==> src/design/wsd_pkg.sv <==
// ----------------------------------------------------------------------------
// wsd_pkg
// Shared widths, opcodes, status codes and the result record of the
// client frame deframer.
// ----------------------------------------------------------------------------
package wsd_pkg;

    localparam int unsigned LEN_W = 21;
    localparam logic [LEN_W-1:0] MAX_LEN_RESET = LEN_W'(64 * 1024);

    localparam logic [3:0] OP_CONT  = 4'h0;
    localparam logic [3:0] OP_TEXT  = 4'h1;
    localparam logic [3:0] OP_BIN   = 4'h2;
    localparam logic [3:0] OP_CLOSE = 4'h8;
    localparam logic [3:0] OP_PING  = 4'h9;
    localparam logic [3:0] OP_PONG  = 4'hA;

    localparam logic [2:0] ST_OK         = 3'd0;
    localparam logic [2:0] ST_UNMASKED   = 3'd1;
    localparam logic [2:0] ST_TOO_LONG   = 3'd2;
    localparam logic [2:0] ST_ORPHAN     = 3'd3;
    localparam logic [2:0] ST_UNKNOWN_OP = 3'd4;

    typedef struct packed {
        logic [7:0] data_byte;
        logic       data_present;
        logic [3:0] frame_opcode;
        logic       fin_flag;
        logic       frame_last;
        logic       message_last;
        logic [2:0] status;
    } wsd_result_t;

endpackage

==> src/design/wsd_parser.sv <==
// ----------------------------------------------------------------------------
// wsd_parser
// Frame header walker and payload unmasker: one byte per request, at most
// one result per byte, error and close halt latched until reset.
// ----------------------------------------------------------------------------
module wsd_parser (
    input  logic                       clk,
    input  logic                       rst_n,
    input  logic                       cfg_write_en,
    input  logic [wsd_pkg::LEN_W-1:0]  cfg_write_data,
    input  logic                       accept,
    input  logic [7:0]                 in_byte,
    output logic                       res_valid,
    output wsd_pkg::wsd_result_t       res
);

    typedef enum logic [2:0] {
        PH_HDR0  = 3'd0,
        PH_HDR1  = 3'd1,
        PH_EXT16 = 3'd2,
        PH_EXT64 = 3'd3,
        PH_KEY   = 3'd4,
        PH_DATA  = 3'd5
    } phase_t;

    phase_t                      phase_reg,     phase_next;
    logic [3:0]                  hdr_cnt_reg,   hdr_cnt_next;
    logic [3:0]                  opcode_reg,    opcode_next;
    logic                        fin_reg,       fin_next;
    logic [63:0]                 len_acc_reg,   len_acc_next;
    logic [wsd_pkg::LEN_W-1:0]   remain_reg,    remain_next;
    logic [31:0]                 key_reg,       key_next;
    logic [1:0]                  mask_idx_reg,  mask_idx_next;
    logic                        msg_active_reg, msg_active_next;
    logic                        halted_reg,    halted_next;
    logic [wsd_pkg::LEN_W-1:0]   max_len_reg;

    logic [63:0]                 len_shift;
    logic [63:0]                 len_cand;
    logic                        too_long;
    logic [31:0]                 key_shift;
    logic [3:0]                  cnt_inc;
    logic [wsd_pkg::LEN_W-1:0]   remain_dec;
    logic [7:0]                  key_byte;
    logic                        op_known;
    logic                        len_end;

    function automatic wsd_pkg::wsd_result_t make_res(
        input logic [7:0] data,
        input logic       present,
        input logic       flast,
        input logic [2:0] status,
        input logic [3:0] op,
        input logic       fin
    );
        wsd_pkg::wsd_result_t r;
        r.data_byte    = data;
        r.data_present = present;
        r.frame_opcode = op;
        r.fin_flag     = fin;
        r.frame_last   = flast;
        r.message_last = flast & fin & (op <= wsd_pkg::OP_BIN);
        r.status       = status;
        return r;
    endfunction

    assign len_shift  = {len_acc_reg[55:0], in_byte};
    assign len_cand   = (phase_reg == PH_HDR1) ? {57'd0, in_byte[6:0]} : len_shift;
    assign too_long   = (|len_cand[63:wsd_pkg::LEN_W])
                        || (len_cand[wsd_pkg::LEN_W-1:0] > max_len_reg);
    assign key_shift  = {key_reg[23:0], in_byte};
    assign cnt_inc    = hdr_cnt_reg + 4'd1;
    assign remain_dec = remain_reg - wsd_pkg::LEN_W'(1);
    assign key_byte   = 8'(key_reg >> {~mask_idx_reg, 3'b000});

    always_comb
    begin
        unique case (opcode_reg)
            wsd_pkg::OP_CONT, wsd_pkg::OP_TEXT, wsd_pkg::OP_BIN,
            wsd_pkg::OP_CLOSE, wsd_pkg::OP_PING, wsd_pkg::OP_PONG: op_known = 1'b1;
            default:                                               op_known = 1'b0;
        endcase
    end

    always_comb
    begin
        phase_next      = phase_reg;
        hdr_cnt_next    = hdr_cnt_reg;
        opcode_next     = opcode_reg;
        fin_next        = fin_reg;
        len_acc_next    = len_acc_reg;
        remain_next     = remain_reg;
        key_next        = key_reg;
        mask_idx_next   = mask_idx_reg;
        msg_active_next = msg_active_reg;
        halted_next     = halted_reg;
        res_valid       = 1'b0;
        res             = '0;
        len_end         = 1'b0;

        if (accept && !halted_reg)
        begin
            unique case (phase_reg)
                PH_HDR0:
                begin
                    fin_next    = in_byte[7];
                    opcode_next = in_byte[3:0];
                    phase_next  = PH_HDR1;
                end
                PH_HDR1:
                begin
                    if (!in_byte[7])
                    begin
                        res_valid   = 1'b1;
                        res         = make_res(8'd0, 1'b0, 1'b0, wsd_pkg::ST_UNMASKED,
                                               opcode_reg, fin_reg);
                        halted_next = 1'b1;
                    end
                    else
                    begin
                        len_acc_next = '0;
                        hdr_cnt_next = '0;
                        if (in_byte[6:0] == 7'd126)
                            phase_next = PH_EXT16;
                        else if (in_byte[6:0] == 7'd127)
                            phase_next = PH_EXT64;
                        else
                        begin
                            len_acc_next = len_cand;
                            len_end      = 1'b1;
                        end
                    end
                end
                PH_EXT16, PH_EXT64:
                begin
                    len_acc_next = len_shift;
                    hdr_cnt_next = cnt_inc;
                    if (cnt_inc == ((phase_reg == PH_EXT16) ? 4'd2 : 4'd8))
                        len_end = 1'b1;
                end
                PH_KEY:
                begin
                    key_next     = key_shift;
                    hdr_cnt_next = cnt_inc;
                    if (cnt_inc >= 4'd4)
                    begin
                        hdr_cnt_next  = '0;
                        mask_idx_next = '0;
                        if (opcode_reg == wsd_pkg::OP_CONT && !msg_active_reg)
                        begin
                            res_valid   = 1'b1;
                            res         = make_res(8'd0, 1'b0, 1'b0, wsd_pkg::ST_ORPHAN,
                                                   opcode_reg, fin_reg);
                            halted_next = 1'b1;
                        end
                        else if (!op_known)
                        begin
                            res_valid   = 1'b1;
                            res         = make_res(8'd0, 1'b0, 1'b0, wsd_pkg::ST_UNKNOWN_OP,
                                                   opcode_reg, fin_reg);
                            halted_next = 1'b1;
                        end
                        else
                        begin
                            if (opcode_reg == wsd_pkg::OP_TEXT
                                || opcode_reg == wsd_pkg::OP_BIN)
                                msg_active_next = 1'b1;
                            if (remain_reg == '0)
                            begin
                                res_valid  = 1'b1;
                                res        = make_res(8'd0, 1'b0, 1'b1, wsd_pkg::ST_OK,
                                                      opcode_reg, fin_reg);
                                phase_next = PH_HDR0;
                                if (opcode_reg <= wsd_pkg::OP_BIN && fin_reg)
                                    msg_active_next = 1'b0;
                                if (opcode_reg == wsd_pkg::OP_CLOSE)
                                    halted_next = 1'b1;
                            end
                            else
                                phase_next = PH_DATA;
                        end
                    end
                end
                PH_DATA:
                begin
                    mask_idx_next = mask_idx_reg + 2'd1;
                    remain_next   = remain_dec;
                    res_valid     = 1'b1;
                    res           = make_res(in_byte ^ key_byte, 1'b1, remain_dec == '0,
                                             wsd_pkg::ST_OK, opcode_reg, fin_reg);
                    if (remain_dec == '0)
                    begin
                        phase_next = PH_HDR0;
                        if (opcode_reg <= wsd_pkg::OP_BIN && fin_reg)
                            msg_active_next = 1'b0;
                        if (opcode_reg == wsd_pkg::OP_CLOSE)
                            halted_next = 1'b1;
                    end
                end
                default:
                    phase_next = PH_HDR0;
            endcase

            // length complete: check limit, then collect the key
            if (len_end)
            begin
                if (too_long)
                begin
                    res_valid   = 1'b1;
                    res         = make_res(8'd0, 1'b0, 1'b0, wsd_pkg::ST_TOO_LONG,
                                           opcode_reg, fin_reg);
                    halted_next = 1'b1;
                end
                else
                begin
                    remain_next  = len_cand[wsd_pkg::LEN_W-1:0];
                    hdr_cnt_next = '0;
                    key_next     = '0;
                    phase_next   = PH_KEY;
                end
            end
        end
    end

    always_ff @(posedge clk or negedge rst_n)
    begin
        if (!rst_n)
        begin
            phase_reg      <= PH_HDR0;
            hdr_cnt_reg    <= '0;
            opcode_reg     <= '0;
            fin_reg        <= 1'b0;
            len_acc_reg    <= '0;
            remain_reg     <= '0;
            key_reg        <= '0;
            mask_idx_reg   <= '0;
            msg_active_reg <= 1'b0;
            halted_reg     <= 1'b0;
            max_len_reg    <= wsd_pkg::MAX_LEN_RESET;
        end
        else
        begin
            phase_reg      <= phase_next;
            hdr_cnt_reg    <= hdr_cnt_next;
            opcode_reg     <= opcode_next;
            fin_reg        <= fin_next;
            len_acc_reg    <= len_acc_next;
            remain_reg     <= remain_next;
            key_reg        <= key_next;
            mask_idx_reg   <= mask_idx_next;
            msg_active_reg <= msg_active_next;
            halted_reg     <= halted_next;
            if (cfg_write_en)
                max_len_reg <= cfg_write_data;
        end
    end

endmodule

==> src/design/websocket_client_frame_deframer.sv <==
// A result goes to the output register, or to the skid register while the output
// stalls. Throughput: one byte per cycle while the skid is empty; parser state
// updates in the cycle of the request, and a two-entry output stage (output
// register plus skid) keeps input open while one result waits. rst_n clears
// parser state, restores max_len_reg to 65536 and empties the output stage.
// ----------------------------------------------------------------------------
// websocket_client_frame_deframer
// Client-to-server frame deframer: header decode, length check, unmasking
// and message tracking, with a skid-buffered result channel.
// ----------------------------------------------------------------------------
module websocket_client_frame_deframer (
    input  logic                       clk,
    input  logic                       rst_n,
    input  logic                       cfg_write_en,
    input  logic [wsd_pkg::LEN_W-1:0]  cfg_write_data,
    input  logic                       in_valid,
    output logic                       in_ready,
    input  logic [7:0]                 in_byte,
    output logic                       out_valid,
    input  logic                       out_ready,
    output logic [7:0]                 data_byte,
    output logic                       data_present,
    output logic [3:0]                 frame_opcode,
    output logic                       fin_flag,
    output logic                       frame_last,
    output logic                       message_last,
    output logic [2:0]                 status
);

    logic                  accept;
    logic                  res_valid;
    wsd_pkg::wsd_result_t  res;
    logic                  push;

    logic                  out_valid_reg;
    logic                  skid_valid_reg;
    wsd_pkg::wsd_result_t  out_reg;
    wsd_pkg::wsd_result_t  skid_reg;

    assign in_ready = !skid_valid_reg;
    assign accept   = in_valid && in_ready;
    assign push     = accept && res_valid;

    wsd_parser u_parser (
        .clk            (clk),
        .rst_n          (rst_n),
        .cfg_write_en   (cfg_write_en),
        .cfg_write_data (cfg_write_data),
        .accept         (accept),
        .in_byte        (in_byte),
        .res_valid      (res_valid),
        .res            (res)
    );

    always_ff @(posedge clk or negedge rst_n)
    begin
        if (!rst_n)
        begin
            out_valid_reg  <= 1'b0;
            skid_valid_reg <= 1'b0;
        end
        else if (out_valid_reg && !out_ready)
        begin
            if (push)
                skid_valid_reg <= 1'b1;
        end
        else if (skid_valid_reg)
        begin
            out_valid_reg  <= 1'b1;
            skid_valid_reg <= 1'b0;
        end
        else
            out_valid_reg <= push;
    end

    always_ff @(posedge clk)
    begin
        if (out_valid_reg && !out_ready)
        begin
            if (push)
                skid_reg <= res;
        end
        else if (skid_valid_reg)
            out_reg <= skid_reg;
        else if (push)
            out_reg <= res;
    end

    assign out_valid    = out_valid_reg;
    assign data_byte    = out_reg.data_byte;
    assign data_present = out_reg.data_present;
    assign frame_opcode = out_reg.frame_opcode;
    assign fin_flag     = out_reg.fin_flag;
    assign frame_last   = out_reg.frame_last;
    assign message_last = out_reg.message_last;
    assign status       = out_reg.status;

endmodule

==> config.mk <==
export PLATFORM = sky130hd
export DESIGN_NAME = websocket_client_frame_deframer
export DESIGN_NICKNAME = d
export VERILOG_FILES = /design/src/design/wsd_pkg.sv /design/src/design/wsd_parser.sv /design/src/design/websocket_client_frame_deframer.sv
export SDC_FILE = /design/constraint.sdc
export NUM_CORES = 1
export LEC_CHECK = 0
export ABC_AREA = 1
export BUFFER_PORTS_ARGS = -buffer_cell sky130_fd_sc_hd__buf_2
export CORE_UTILIZATION = 58
export CTS_BUF_LIST = sky130_fd_sc_hd__clkbuf_4
export DETAILED_ROUTE_END_ITERATION = 10
export PLACE_DENSITY = 0.79
export SYNTH_ARGS = -nofsm -noshare
export SYNTH_HDL_FRONTEND = slang
export SYNTH_SLANG_ARGS = --single-unit
==> constraint.sdc <==
create_clock -name clk -period 3.9 [get_ports clk]
set_clock_uncertainty 0.05 [all_clocks]
set_input_delay 1.17 -clock clk [delete_from_list [all_inputs] [get_ports clk]]
set_output_delay 1.17 -clock clk [all_outputs]
set_load 0.01 [all_outputs]
==> summary.md <==
| Metric | Value |
|---|---|
| WL per Instance | `15.85 um` |
| Slew Limit Fails | `0` |
| Ys async rst share | `0.7957` |
| Syn Inst Count | `1253` |
| TritonCTS clock tree | `done` |
| Nets | `1351` |
| WHS Path Cells | `2` |
| Grt peak-use layer | `met2` |
| Power Total | `3.207 mW` |
| GR Util met2 | `0.4364` |
| Crit-path max FO | `17` |
| Post-CTS Setup Repair Bufs | `0` |
| Share of layout cells above drive strength 1 | `0.1234` |
| Vias in the first global route | `7907` |
| Largest area contributor in the netlist | `dfrtp_1` |
| Cell area after placement | `10620 um^2` |
| Crit Path Class | `flip-flop to flip-flop` |
| Syn-to-layout area delta | `7.733%` |
| VDD IR max | `268.1 uV` |
| Largest family of logic cells by synthesized area | `simple AND/OR/NAND/NOR gates` |
| Internal | `2.388 mW` |
| R2r startpoint | `u_parser.phase_reg[0]` |
| Critical path startpoint category | `flip-flop` |
| Mapped Area | `10130 um^2` |
| Post-route setup TNS | `0 ps` |
| Initial antenna violation count | `1` |
| Cell variety after synth | `43` |
| CP arrival | `3690 ps` |
| Clock share of power | `0.323` |
| Post-route ant nets | `0` |
| Design area | `10910 um^2` |
| R2R Path End | `data_byte[2]` |
| Status | `finished clean` |
| P_sw | `0.8194 mW` |
| Via density | `5.617` |
| R2R depth | `23` |
| Max reg flops | `56` |
| RSZ-0062 raised after global routing | `false` |
| Io pins | `55` |
| Worst-skew pair later-pin latency | `590 ps` |
| Setup crit end kind | `flip-flop` |
| Synth warn | `0` |
| Hold_ws | `458.6 ps` |
| Final worst-path cycle share | `0.8762` |
| Mean cell area of the mapped netlist | `8.083 um^2` |
| Cells after DPL | `1492` |
| # rows | `47` |
| CP required | `4170 ps` |
| Die Width | `134.1 um` |
| Drt pass-1 iters | `5` |
| Synth top area share | `0.3632` |
| Port Buffers | `54` |
| Met3 GRT Util | `0.04951` |
| Met1 usage | `0.4042` |
| XOR/XNOR share of the synthesized area | `0.01124` |
| Detailed Route WL | `24.19 mm` |
| Clk pin slew, worst setup/hold paths | `160 ps` |
| Synth area leaders | `dfrtp_1 36%, edfxtp_1 11%, nand2_1 11%` |
| Simple-Gate Fraction of Synth Area | `0.2049` |
| FF+latch count, synth | `186` |
| Most common cell in the netlist | `nand2_1` |
| Mux share of post-synthesis cell area | `0.001112` |
| Logic pwr share | `0.053` |
| Seq/Total Area, Yosys | `0.4784` |
| Hold Crit Class | `flip-flop to flip-flop` |
| Hold_buf cts | `0` |
| Largest net degree at the start of global routing | `81` |
| Global-route wire length before repair | `39.50 mm` |
| Top FF cell, synth | `dfrtp_1` |
| H-tree Lvls | `4` |
| Max clock buf depth | `2` |
| Core area | `16820 um^2` |
| Max-cap violation count | `0` |
| Fmax | `292.6 MHz` |
| Non-Filler Instances | `1526` |
| Die height | `134.1 um` |
| Post-CTS resize count | `0` |
| Hold Path End | `u_parser.max_len_reg[16]` |
| CTS root buf | `clkbuf_4` |
| Initial Util | `0.6022` |
| Vias | `8572` |
| Syn nets | `1312` |
| Gr usage total | `0.2808` |
| First DRT Iteration DRCs | `866` |
| Part of the power in registers | `0.624` |
| Adder-cell share of the synthesized area | `0.03088` |
| GPL Wtd Cong | `0.9972` |
| Post-DP HPWL | `17.59 mm` |
| Final Hold Fails | `0` |
| TritonCTS sink count | `186` |
| Util after Layout | `0.6488` |
| GR Overflow Total | `0` |
| Final worst slack | `482.9 ps` |
| Hold Crit Start | `u_parser.max_len_reg[16]` |
| Pwr/cell area | `293.9 nW/um^2` |
| DIE AREA | `17990 um^2` |
| Pre-CTS setup slack | `292.9 ps` |
| Post-synthesis compound-gate area fraction | `0.1725` |
| Setup violations, final | `0` |
| R2R Setup Slk | `480 ps` |
| Slew @ Worst Pin | `972.2 ps` |
| DRC viols | `0` |
| Tmin final | `3417 ps` |
| EDFF count, synth | `38` |
| Fillers | `1462` |
| Sw Share | `0.2555` |
| Top cells by count, synth | `289 x nand2_1, 198 x inv_1, 147 x dfrtp_1` |
| Number of buffers created by CTS | `17` |
| Slew HR | `0.3518` |
| Leakage | `5.232 nW` |
==> per-layer routing <==
metal	part of all wire	routed length (um)
met1	0.46	11060
met2	0.46	11180
met3	0.064	1538
met4	0.017	419
met5	0	0
==> kinds of logic after synthesis <==
logic type / after synthesis
buf+inv: 260
flops: 186
mux: 1
xor+xnor: 13
fa+ha+maj: 25
compound gates: 290
simple gates: 478
==> area by class of cell <==
type                       instances  area (um^2)  area share
clock inverter                    14        138.9     0.01273
sequential                       186         4846      0.4441
clock buffer                      18        135.1     0.01238
inverter                         206        773.2     0.07086
timing repair buffer              74        467.9     0.04289
multi-input combinational        807         4273      0.3916
antenna                            1        2.502   0.0002293
tap                              220        275.3     0.02523
==> worst max-delay path, stage by stage, from the launching register on <==
cell     delay (ps)
dfrtp_1         420
inv_2            80
nor2_1          140
inv_2            80
nor2_4          130
inv_2           150
nand2_1          90
inv_1            90
ha_1            300
nand2_1          60
nor2_1          120
nand4_1         160
nor2_1          130
nand2_1          50
nand3_1          80
nand2_1         120
nand2_1         120
nand2_1         130
nand2_1         100
nand2_1          90
nand2_1          70
inv_1            70
nor2_2          130
buf_4           200
==> placed cells by master (no fill, tap or decap), drive strengths merged, types with 25 or more instances in the layout <==
master / instances
nand3: 55
inv: 211
a21oi: 31
o22ai: 82
edfxtp: 38
buf: 74
o21ai: 150
nor2: 93
ha: 25
nand2: 293
dfrtp: 147
==> how the worst max path moves through the flow <==
stage / cells past startpoint / to / slack, ps / start
after floorplan: 23 / data_byte[0] / 150 / u_parser.phase_reg[0]
after CTS: 23 / status[2] / 420 / u_parser.phase_reg[0]
after global routing: 23 / message_last / 20 / u_parser.phase_reg[0]
final: 23 / data_byte[2] / 480 / u_parser.phase_reg[0]
after detailed placement: 21 / status[1] / 290 / in_byte[7]
after global placement: 21 / status[1] / 340 / in_byte[7]
==> power groups by stage <==
stage / combinational [mW] / sequential [mW] / clock (mW)
5_1_grt: 0.195 / 2.00 / 1.13
3_3_place_gp: 0.166 / 2.04 / 0
6_report: 0.170 / 2.00 / 1.04
4_1_cts: 0.171 / 2.00 / 1.05
2_1_floorplan: 0.0755 / 2.04 / 0
3_5_place_dp: 0.170 / 2.04 / 0
No activity file was read; power rests on OpenSTA's default activity.
